## config.mk

```make
export PLATFORM = sky130hd
export DESIGN_NAME = crc16_command_packet_framer_unit_flat
export DESIGN_NICKNAME = d
export VERILOG_FILES = /design/src/hw/rtl/cpf_pkg.sv /design/src/hw/rtl/cpf_if.sv /design/src/hw/rtl/cpf_serializer.sv /design/src/hw/rtl/crc16_command_packet_framer_unit.sv /design/src/flat_wrapper.sv
export SDC_FILE = /design/constraint.sdc
export NUM_CORES = 1
export LEC_CHECK = 0
export CELL_PAD_IN_SITES_DETAIL_PLACEMENT = 1
export CELL_PAD_IN_SITES_GLOBAL_PLACEMENT = 2
export CORE_UTILIZATION = 40
export CTS_CLUSTER_SIZE = 25
export DETAILED_ROUTE_END_ITERATION = 6
export DONT_BUFFER_PORTS = 1
export PLACE_DENSITY = 0.76
export SLEW_MARGIN = 10
export SYNTH_ARGS = -nofsm -noshare
export SYNTH_HDL_FRONTEND = slang
export SYNTH_SLANG_ARGS = --single-unit
export TNS_END_PERCENT = 50
```

## constraint.sdc

```tcl
create_clock -name clk -period 2 [get_ports clk]
set_clock_uncertainty 0.15 [all_clocks]
set_input_delay 0.2 -clock clk [delete_from_list [all_inputs] [get_ports clk]]
set_output_delay 0.2 -clock clk [all_outputs]
set_load 0.01 [all_outputs]
```

## src/hw/rtl/cpf_pkg.sv

```systemverilog
`timescale 1ns / 1ps

package cpf_pkg;

    localparam int unsigned BYTE_W = 8;
    localparam int unsigned CRC_W  = 16;

    localparam logic [CRC_W-1:0]  CRC_POLY = 16'h1021;
    localparam logic [CRC_W-1:0]  CRC_TOP  = 16'h8000;
    localparam logic [BYTE_W-1:0] DEVICE_ADDRESS_RESET = 8'd128;

    // Position of a byte within the run of up to four wire bytes one item makes
    typedef enum logic [1:0] {
        POS_ADDR   = 2'd0,
        POS_DATA   = 2'd1,
        POS_CRC_HI = 2'd2,
        POS_CRC_LO = 2'd3
    } cpf_pos_t;

    // One accepted item, ready for serialization
    typedef struct packed {
        logic              with_addr;
        logic [BYTE_W-1:0] addr;
        logic [BYTE_W-1:0] data;
        logic              last;
        logic [CRC_W-1:0]  crc;
    } cpf_item_t;

    // CRC-16, poly 0x1021, MSB first, one byte
    function automatic logic [CRC_W-1:0] cpf_crc_byte(
        input logic [CRC_W-1:0]  crc_in,
        input logic [BYTE_W-1:0] b
    );
        logic [CRC_W-1:0] c;
        c = crc_in ^ {b, 8'h00};
        for (int i = 0; i < BYTE_W; i++)
        begin
            if ((c & CRC_TOP) != '0)
            begin
                c = {c[CRC_W-2:0], 1'b0} ^ CRC_POLY;
            end
            else
            begin
                c = {c[CRC_W-2:0], 1'b0};
            end
        end
        return c;
    endfunction

    localparam logic [CRC_W-1:0] ADDR_CRC_RESET = cpf_crc_byte('0, DEVICE_ADDRESS_RESET);

endpackage

```

## src/hw/rtl/cpf_if.sv

```systemverilog
`timescale 1ns / 1ps

interface cpf_in_if;
    logic       valid;
    logic       ready;
    logic [7:0] in_byte;
    logic       frame_last;

    modport source (output valid, output in_byte, output frame_last, input ready);
    modport sink   (input valid, input in_byte, input frame_last, output ready);
endinterface

interface cpf_out_if;
    logic       valid;
    logic       ready;
    logic [7:0] out_byte;
    logic       run_last;
    logic       frame_end;

    modport source (output valid, output out_byte, output run_last, output frame_end,
                    input ready);
    modport sink   (input valid, input out_byte, input run_last, input frame_end,
                    output ready);
endinterface

```

## src/hw/rtl/cpf_serializer.sv

```systemverilog
`timescale 1ns / 1ps

module cpf_serializer (
    input  logic               clk,
    input  logic               rst_n,
    input  logic               load,
    input  cpf_pkg::cpf_item_t load_item,
    output logic               load_ready,
    cpf_out_if.source          out_ch
);
    import cpf_pkg::*;

    cpf_item_t         item_reg;
    logic              item_valid_reg;
    cpf_pos_t          pos_reg;

    logic              out_valid_reg;
    logic [BYTE_W-1:0] out_byte_reg;
    logic              run_last_reg;
    logic              frame_end_reg;

    cpf_pos_t          final_pos;
    logic              out_free;
    logic              move;
    logic              item_done;
    logic [BYTE_W-1:0] sel_byte;

    assign final_pos  = item_reg.last ? POS_CRC_LO : POS_DATA;
    assign out_free   = !out_valid_reg || out_ch.ready;
    assign move       = item_valid_reg && out_free;
    assign item_done  = move && (pos_reg == final_pos);
    assign load_ready = !item_valid_reg || item_done;

    always_comb
    begin
        case (pos_reg)
            POS_ADDR:   sel_byte = item_reg.addr;
            POS_DATA:   sel_byte = item_reg.data;
            POS_CRC_HI: sel_byte = item_reg.crc[CRC_W-1:BYTE_W];
            POS_CRC_LO: sel_byte = item_reg.crc[BYTE_W-1:0];
            default:    sel_byte = item_reg.data;
        endcase
    end

    always_ff @(posedge clk or negedge rst_n)
    begin
        if (!rst_n)
        begin
            item_valid_reg <= 1'b0;
            pos_reg        <= POS_ADDR;
            out_valid_reg  <= 1'b0;
        end
        else
        begin
            if (load)
            begin
                item_valid_reg <= 1'b1;
                pos_reg        <= load_item.with_addr ? POS_ADDR : POS_DATA;
            end
            else if (item_done)
            begin
                item_valid_reg <= 1'b0;
            end
            else if (move)
            begin
                pos_reg <= cpf_pos_t'(pos_reg + 2'd1);
            end

            if (move)
            begin
                out_valid_reg <= 1'b1;
            end
            else if (out_ch.ready)
            begin
                out_valid_reg <= 1'b0;
            end
        end
    end

    // payload, no reset
    always_ff @(posedge clk)
    begin
        if (load)
        begin
            item_reg <= load_item;
        end
        if (move)
        begin
            out_byte_reg  <= sel_byte;
            run_last_reg  <= (pos_reg == final_pos);
            frame_end_reg <= (pos_reg == POS_CRC_LO);
        end
    end

    assign out_ch.valid     = out_valid_reg;
    assign out_ch.out_byte  = out_byte_reg;
    assign out_ch.run_last  = run_last_reg;
    assign out_ch.frame_end = frame_end_reg;

endmodule

```

## src/hw/rtl/crc16_command_packet_framer_unit.sv

```systemverilog
`timescale 1ns / 1ps
// An input byte is held in the item register; each wire byte goes out via the output register.
// Throughput: one output byte per cycle while the receiver is ready; an item makes 1 to 4
//   wire bytes (address + command on packet start, the payload byte, two CRC bytes at the end).
// Reset (rst_n, async, active low): device address back to 128, CRC and packet state
//   cleared, no item held, output valid low.

module crc16_command_packet_framer_unit (
    input  logic              clk,
    input  logic              rst_n,
    input  logic              cfg_we,
    input  logic [7:0]        cfg_wdata,
    cpf_in_if.sink            in_ch,
    cpf_out_if.source         out_ch
);
    import cpf_pkg::*;

    // Device address register plus the CRC of the address alone. The latter is
    // the CRC seed for the command byte, so each item needs a single byte update.
    logic [BYTE_W-1:0] addr_reg;
    logic [CRC_W-1:0]  addr_crc_reg;

    // Running CRC over the open packet, and whether a packet is open
    logic [CRC_W-1:0]  crc_reg;
    logic              inside_reg;

    logic [CRC_W-1:0]  crc_base;
    logic [CRC_W-1:0]  crc_next;
    logic              accept;
    logic              load_ready;
    cpf_item_t         item;

    assign in_ch.ready = load_ready;
    assign accept      = in_ch.valid && load_ready;

    // Command byte starts from the address CRC; payload continues the running CRC
    assign crc_base = inside_reg ? crc_reg : addr_crc_reg;
    assign crc_next = cpf_crc_byte(crc_base, in_ch.in_byte);

    always_comb
    begin
        item.with_addr = !inside_reg;
        item.addr      = addr_reg;
        item.data      = in_ch.in_byte;
        item.last      = in_ch.frame_last;
        item.crc       = crc_next;
    end

    always_ff @(posedge clk or negedge rst_n)
    begin
        if (!rst_n)
        begin
            addr_reg     <= DEVICE_ADDRESS_RESET;
            addr_crc_reg <= ADDR_CRC_RESET;
            crc_reg      <= '0;
            inside_reg   <= 1'b0;
        end
        else
        begin
            // user changes config only while idle (unenforced); address is sampled per command byte
            if (cfg_we)
            begin
                addr_reg     <= cfg_wdata;
                addr_crc_reg <= cpf_crc_byte('0, cfg_wdata);
            end
            if (accept)
            begin
                crc_reg    <= crc_next;
                inside_reg <= !in_ch.frame_last;
            end
        end
    end

    // Item register + output register; emits the wire bytes one per cycle while the receiver is ready
    cpf_serializer u_serializer (
        .clk        (clk),
        .rst_n      (rst_n),
        .load       (accept),
        .load_item  (item),
        .load_ready (load_ready),
        .out_ch     (out_ch)
    );

endmodule

```

## src/flat_wrapper.sv

```systemverilog
// flat-port wrapper written by rule: the top's interface ports become plain ports
module crc16_command_packet_framer_unit_flat import cpf_pkg::*;
  (clk, rst_n, cfg_we, cfg_wdata, in_ch_valid, in_ch_in_byte, in_ch_frame_last, in_ch_ready, out_ch_valid, out_ch_out_byte, out_ch_run_last, out_ch_frame_end, out_ch_ready);
  cpf_in_if in_ch_i ();
  cpf_out_if out_ch_i ();
  input  logic clk;
  input  logic rst_n;
  input  logic cfg_we;
  input  logic [7:0] cfg_wdata;
  input wire logic [$bits(in_ch_i.valid)-1:0] in_ch_valid;
  input wire logic [$bits(in_ch_i.in_byte)-1:0] in_ch_in_byte;
  input wire logic [$bits(in_ch_i.frame_last)-1:0] in_ch_frame_last;
  output wire logic [$bits(in_ch_i.ready)-1:0] in_ch_ready;
  output wire logic [$bits(out_ch_i.valid)-1:0] out_ch_valid;
  output wire logic [$bits(out_ch_i.out_byte)-1:0] out_ch_out_byte;
  output wire logic [$bits(out_ch_i.run_last)-1:0] out_ch_run_last;
  output wire logic [$bits(out_ch_i.frame_end)-1:0] out_ch_frame_end;
  input wire logic [$bits(out_ch_i.ready)-1:0] out_ch_ready;
  assign in_ch_i.valid = in_ch_valid;
  assign in_ch_i.in_byte = in_ch_in_byte;
  assign in_ch_i.frame_last = in_ch_frame_last;
  assign in_ch_ready = in_ch_i.ready;
  assign out_ch_valid = out_ch_i.valid;
  assign out_ch_out_byte = out_ch_i.out_byte;
  assign out_ch_run_last = out_ch_i.run_last;
  assign out_ch_frame_end = out_ch_i.frame_end;
  assign out_ch_i.ready = out_ch_ready;
  crc16_command_packet_framer_unit u_core (.clk(clk), .rst_n(rst_n), .cfg_we(cfg_we), .cfg_wdata(cfg_wdata), .in_ch(in_ch_i), .out_ch(out_ch_i));
endmodule
```

==> results.yml <==
synth:
  synth_most_common_cell: "edfxtp_1"
  synth_seq_cells: 80
  syn_area_per_cell_um2: 14.9
  synth_common_cells: "edfxtp_1 (43), dfrtp_1 (33), xnor2_1 (27)"
  synth.distinct_cells: 31
  yosys_warnings: 0
  yosysSeqAreaShare: 0.626
  syn-num-nets: 264
  ys.flop_type: "edfxtp_1"
  synth_top_area_frac: 0.364
  async_flop_share: 0.463
  synth_area_leader_cell: "edfxtp_1"
  yosys-top-cells-area: "edfxtp_1 (36%), dfrtp_1 (23%), mux2_2 (7.9%), xnor2_1 (6.7%), mux2i_1 (5.9%)"
  synth_edf_count: 43
  synthCells: 238
  syn_area_um2: 3550
floorplan:
  coreArea_um2: 8640
  rows: 34
  dieArea_um2: 9250
  die_y_um: 96.2
  fp.dieW_um: 96.2
  ios: 34
  start_util: 0.411
pwr:
  leakagePower_nw: 1.66
  p_switching_mw: 2.23
  power.density_nw_per_um2: 1540
  swShare: 0.339
  ir_worst_vdd_mv: 0.447
  intPower_mw: 4.35
  clockPowerShare: 0.173
  share_comb_of_total_power: 0.391
  pwr-share-seq: 0.435
final_layout:
  drive_above_1_share: 0.266
  area_delta_synth_final_pct: 20.5
  diodes: 0
  largest_reg_flops: 33
  final_area_um2: 4280
  fin_nets: 310
placed_design:
  dpl_worst_slack_ns: -0.0412
  dp_hpwl_um: 5240
  gp_congestion: 0.787
  postPlaceCellArea_um2: 3800
  placement.io_buffers: 0
setup_path:
  worst_setup_path_start_kind: "register"
  worstPathMaxFanout: 8
  r2r_setup_slack_ns: 0.05
  required_ns: 2.09
  crit_chain: "buf_6, mux2i_1, xnor2_2, xnor2_2, xor2_1, mux2_2"
  end_kind: "register"
  cp.arrival_ns: 2.04
  cpPeakStageDelay_ns: 0.40
  path_common_cell: "xnor2_2"
  cp_slowest_cell: "dfrtp_1"
  critPathKind: "register to register"
timing:
  rsz0062_at_grt: "yes"
  slew_violations: 0
  maxSlewHeadroom: 0.473
  final.setup.tns_ns: 0
  setup_violations: 0
  setup_slack_ns: 0.0486
  hold_viol: 0
  period_share: 0.976
  clock.fmax_ghz: 0.512
  tightest_slew_ns: 0.788
  post-route-min-period_ns: 1.95
clocking:
  clkTransAtPathRegs_ns: 0.08
  clock_latency_ns: 0.35
  cts_made_buffers: 9
  root_buffer: "clkbuf_8"
  h-tree-depth: 3
  clockBufferDepth: 2
  clock_sinks: 80
  cts_tree: "done"
route:
  vias: 2034
  detail_route.drc_violations: 0
  drt_pre_antenna_iters: 5
  vias_per_cell: 5.12
  ant_nets: 0
  wl_per_cell_um: 19.5
  drt_iter0_drc: 129
  routed_wl_um: 7740
global_route:
  grt_pass1_wl_um: 12100
  grt_antenna_before_repair: 0
  grt_pass1_vias: 2119
  grt-ovfl-total: 0
  grt_use_total: 0.188
  grt_max_degree: 38
run_status:
  status: "finished clean"
run:
  maxCapViolCount: 0
hold_path:
  hp-class: "input port to register"
-- area by class of cell --
cell class,instances,area (um^2)
inverter,14,52.6
clock buffer,9,124
sequential,80,2220
tap,108,135
multi-input combinational,135,1260
timing repair buffer,44,419
fill,876,4360
clock inverter,7,62.6
-- metal layers --
metal | up-vias | part of all wire | wire (um) | global-route usage
li1 | 944 | - | - | -
met1 | 1038 | 0.47 | 3610 | 0.266
met2 | 43 | 0.49 | 3760 | 0.285
met3 | 9 | 0.037 | 283 | 0.0316
met4 | 0 | 0.011 | 85 | 0.0821
met5 | - | 0 | 0 | 0
-- final timing paths --
check / from / to / depth (start not counted)
worst min-delay path: cfg_wdata[0] / u_core.addr_crc_reg[0] / 2
worst min register to register: u_core.addr_reg[0] / u_core.u_serializer.item_reg[25] / 0
worst max-delay path: u_core.inside_reg / u_core.crc_reg[7] / 6
max in group asynchronous: rst_n / u_core.addr_crc_reg[12] / 2
min in group asynchronous: rst_n / u_core.crc_reg[8] / 2
worst max register to register: u_core.inside_reg / u_core.crc_reg[7] / 6
-- through the flow --
step           std cells  hold WS [ns]  total power, mW   util
6_report             397        0.0485             6.58  0.495
5_1_grt              397        0.0489             6.99  0.495
4_1_cts              396        0.0438             6.61  0.493
3_5_place_dp         355        -0.245             5.35  0.440
3_3_place_gp         355        -0.244             5.25  0.440
2_1_floorplan        238        -0.246             4.61      -
-- timing repair --
action / CTS / global route
endpoints found under the hold margin: 71 / 0
setup endpoints to repair: 3 / 8
hold buffers: 25 / 0
pin swaps: 2 / 1
resized for setup: 2 / 2
setup buffers: 0 / 1
-- critical path: cells and delay by family, from the launching register on --
kind | cells | cell delay, ns
XOR/XNOR | 3 | 0.56
buffers and inverters | 1 | 0.17
flip-flops | 1 | 0.40
multiplexers | 2 | 0.56
-- power by group through the flow --
stage	combinational (mW)	sequential, mW	clock, mW
6_report	2.58	2.86	1.14
5_1_grt	2.83	2.93	1.24
4_1_cts	2.57	2.86	1.18
3_5_place_dp	2.47	2.89	0
3_3_place_gp	2.38	2.86	0
2_1_floorplan	1.83	2.79	0
-- layout by cell type (no fill, tap or decap), drive strengths merged, types with 2 or more instances in the layout --
cell         netlist  routed
a21oi              7       7
a222oi             8       8
buf                4      20
clkbuf             5       9
clkinv             0       4
clkinvlp           0       2
dfrtp             33      33
dfstp              4       4
dlygate4sd3        0      24
edfxtp            43      43
ha                 4       4
inv               14      14
mux2              27      27
mux2i             21      21
nand2              6       6
nand2b             2       2
nor2               7       7
o21ai              3       3
xnor2             32      32
xor2               9       9
-- cell families after synthesis --
family          after synthesis  synth area share
fa+ha+maj                     4            0.0141
flops                        80             0.626
compound gates               23            0.0493
xor+xnor                     41             0.112
mux                          48             0.147
buf+inv                      23            0.0278
simple gates                 19            0.0240
Note: power is estimated with default switching activity, not from simulation.
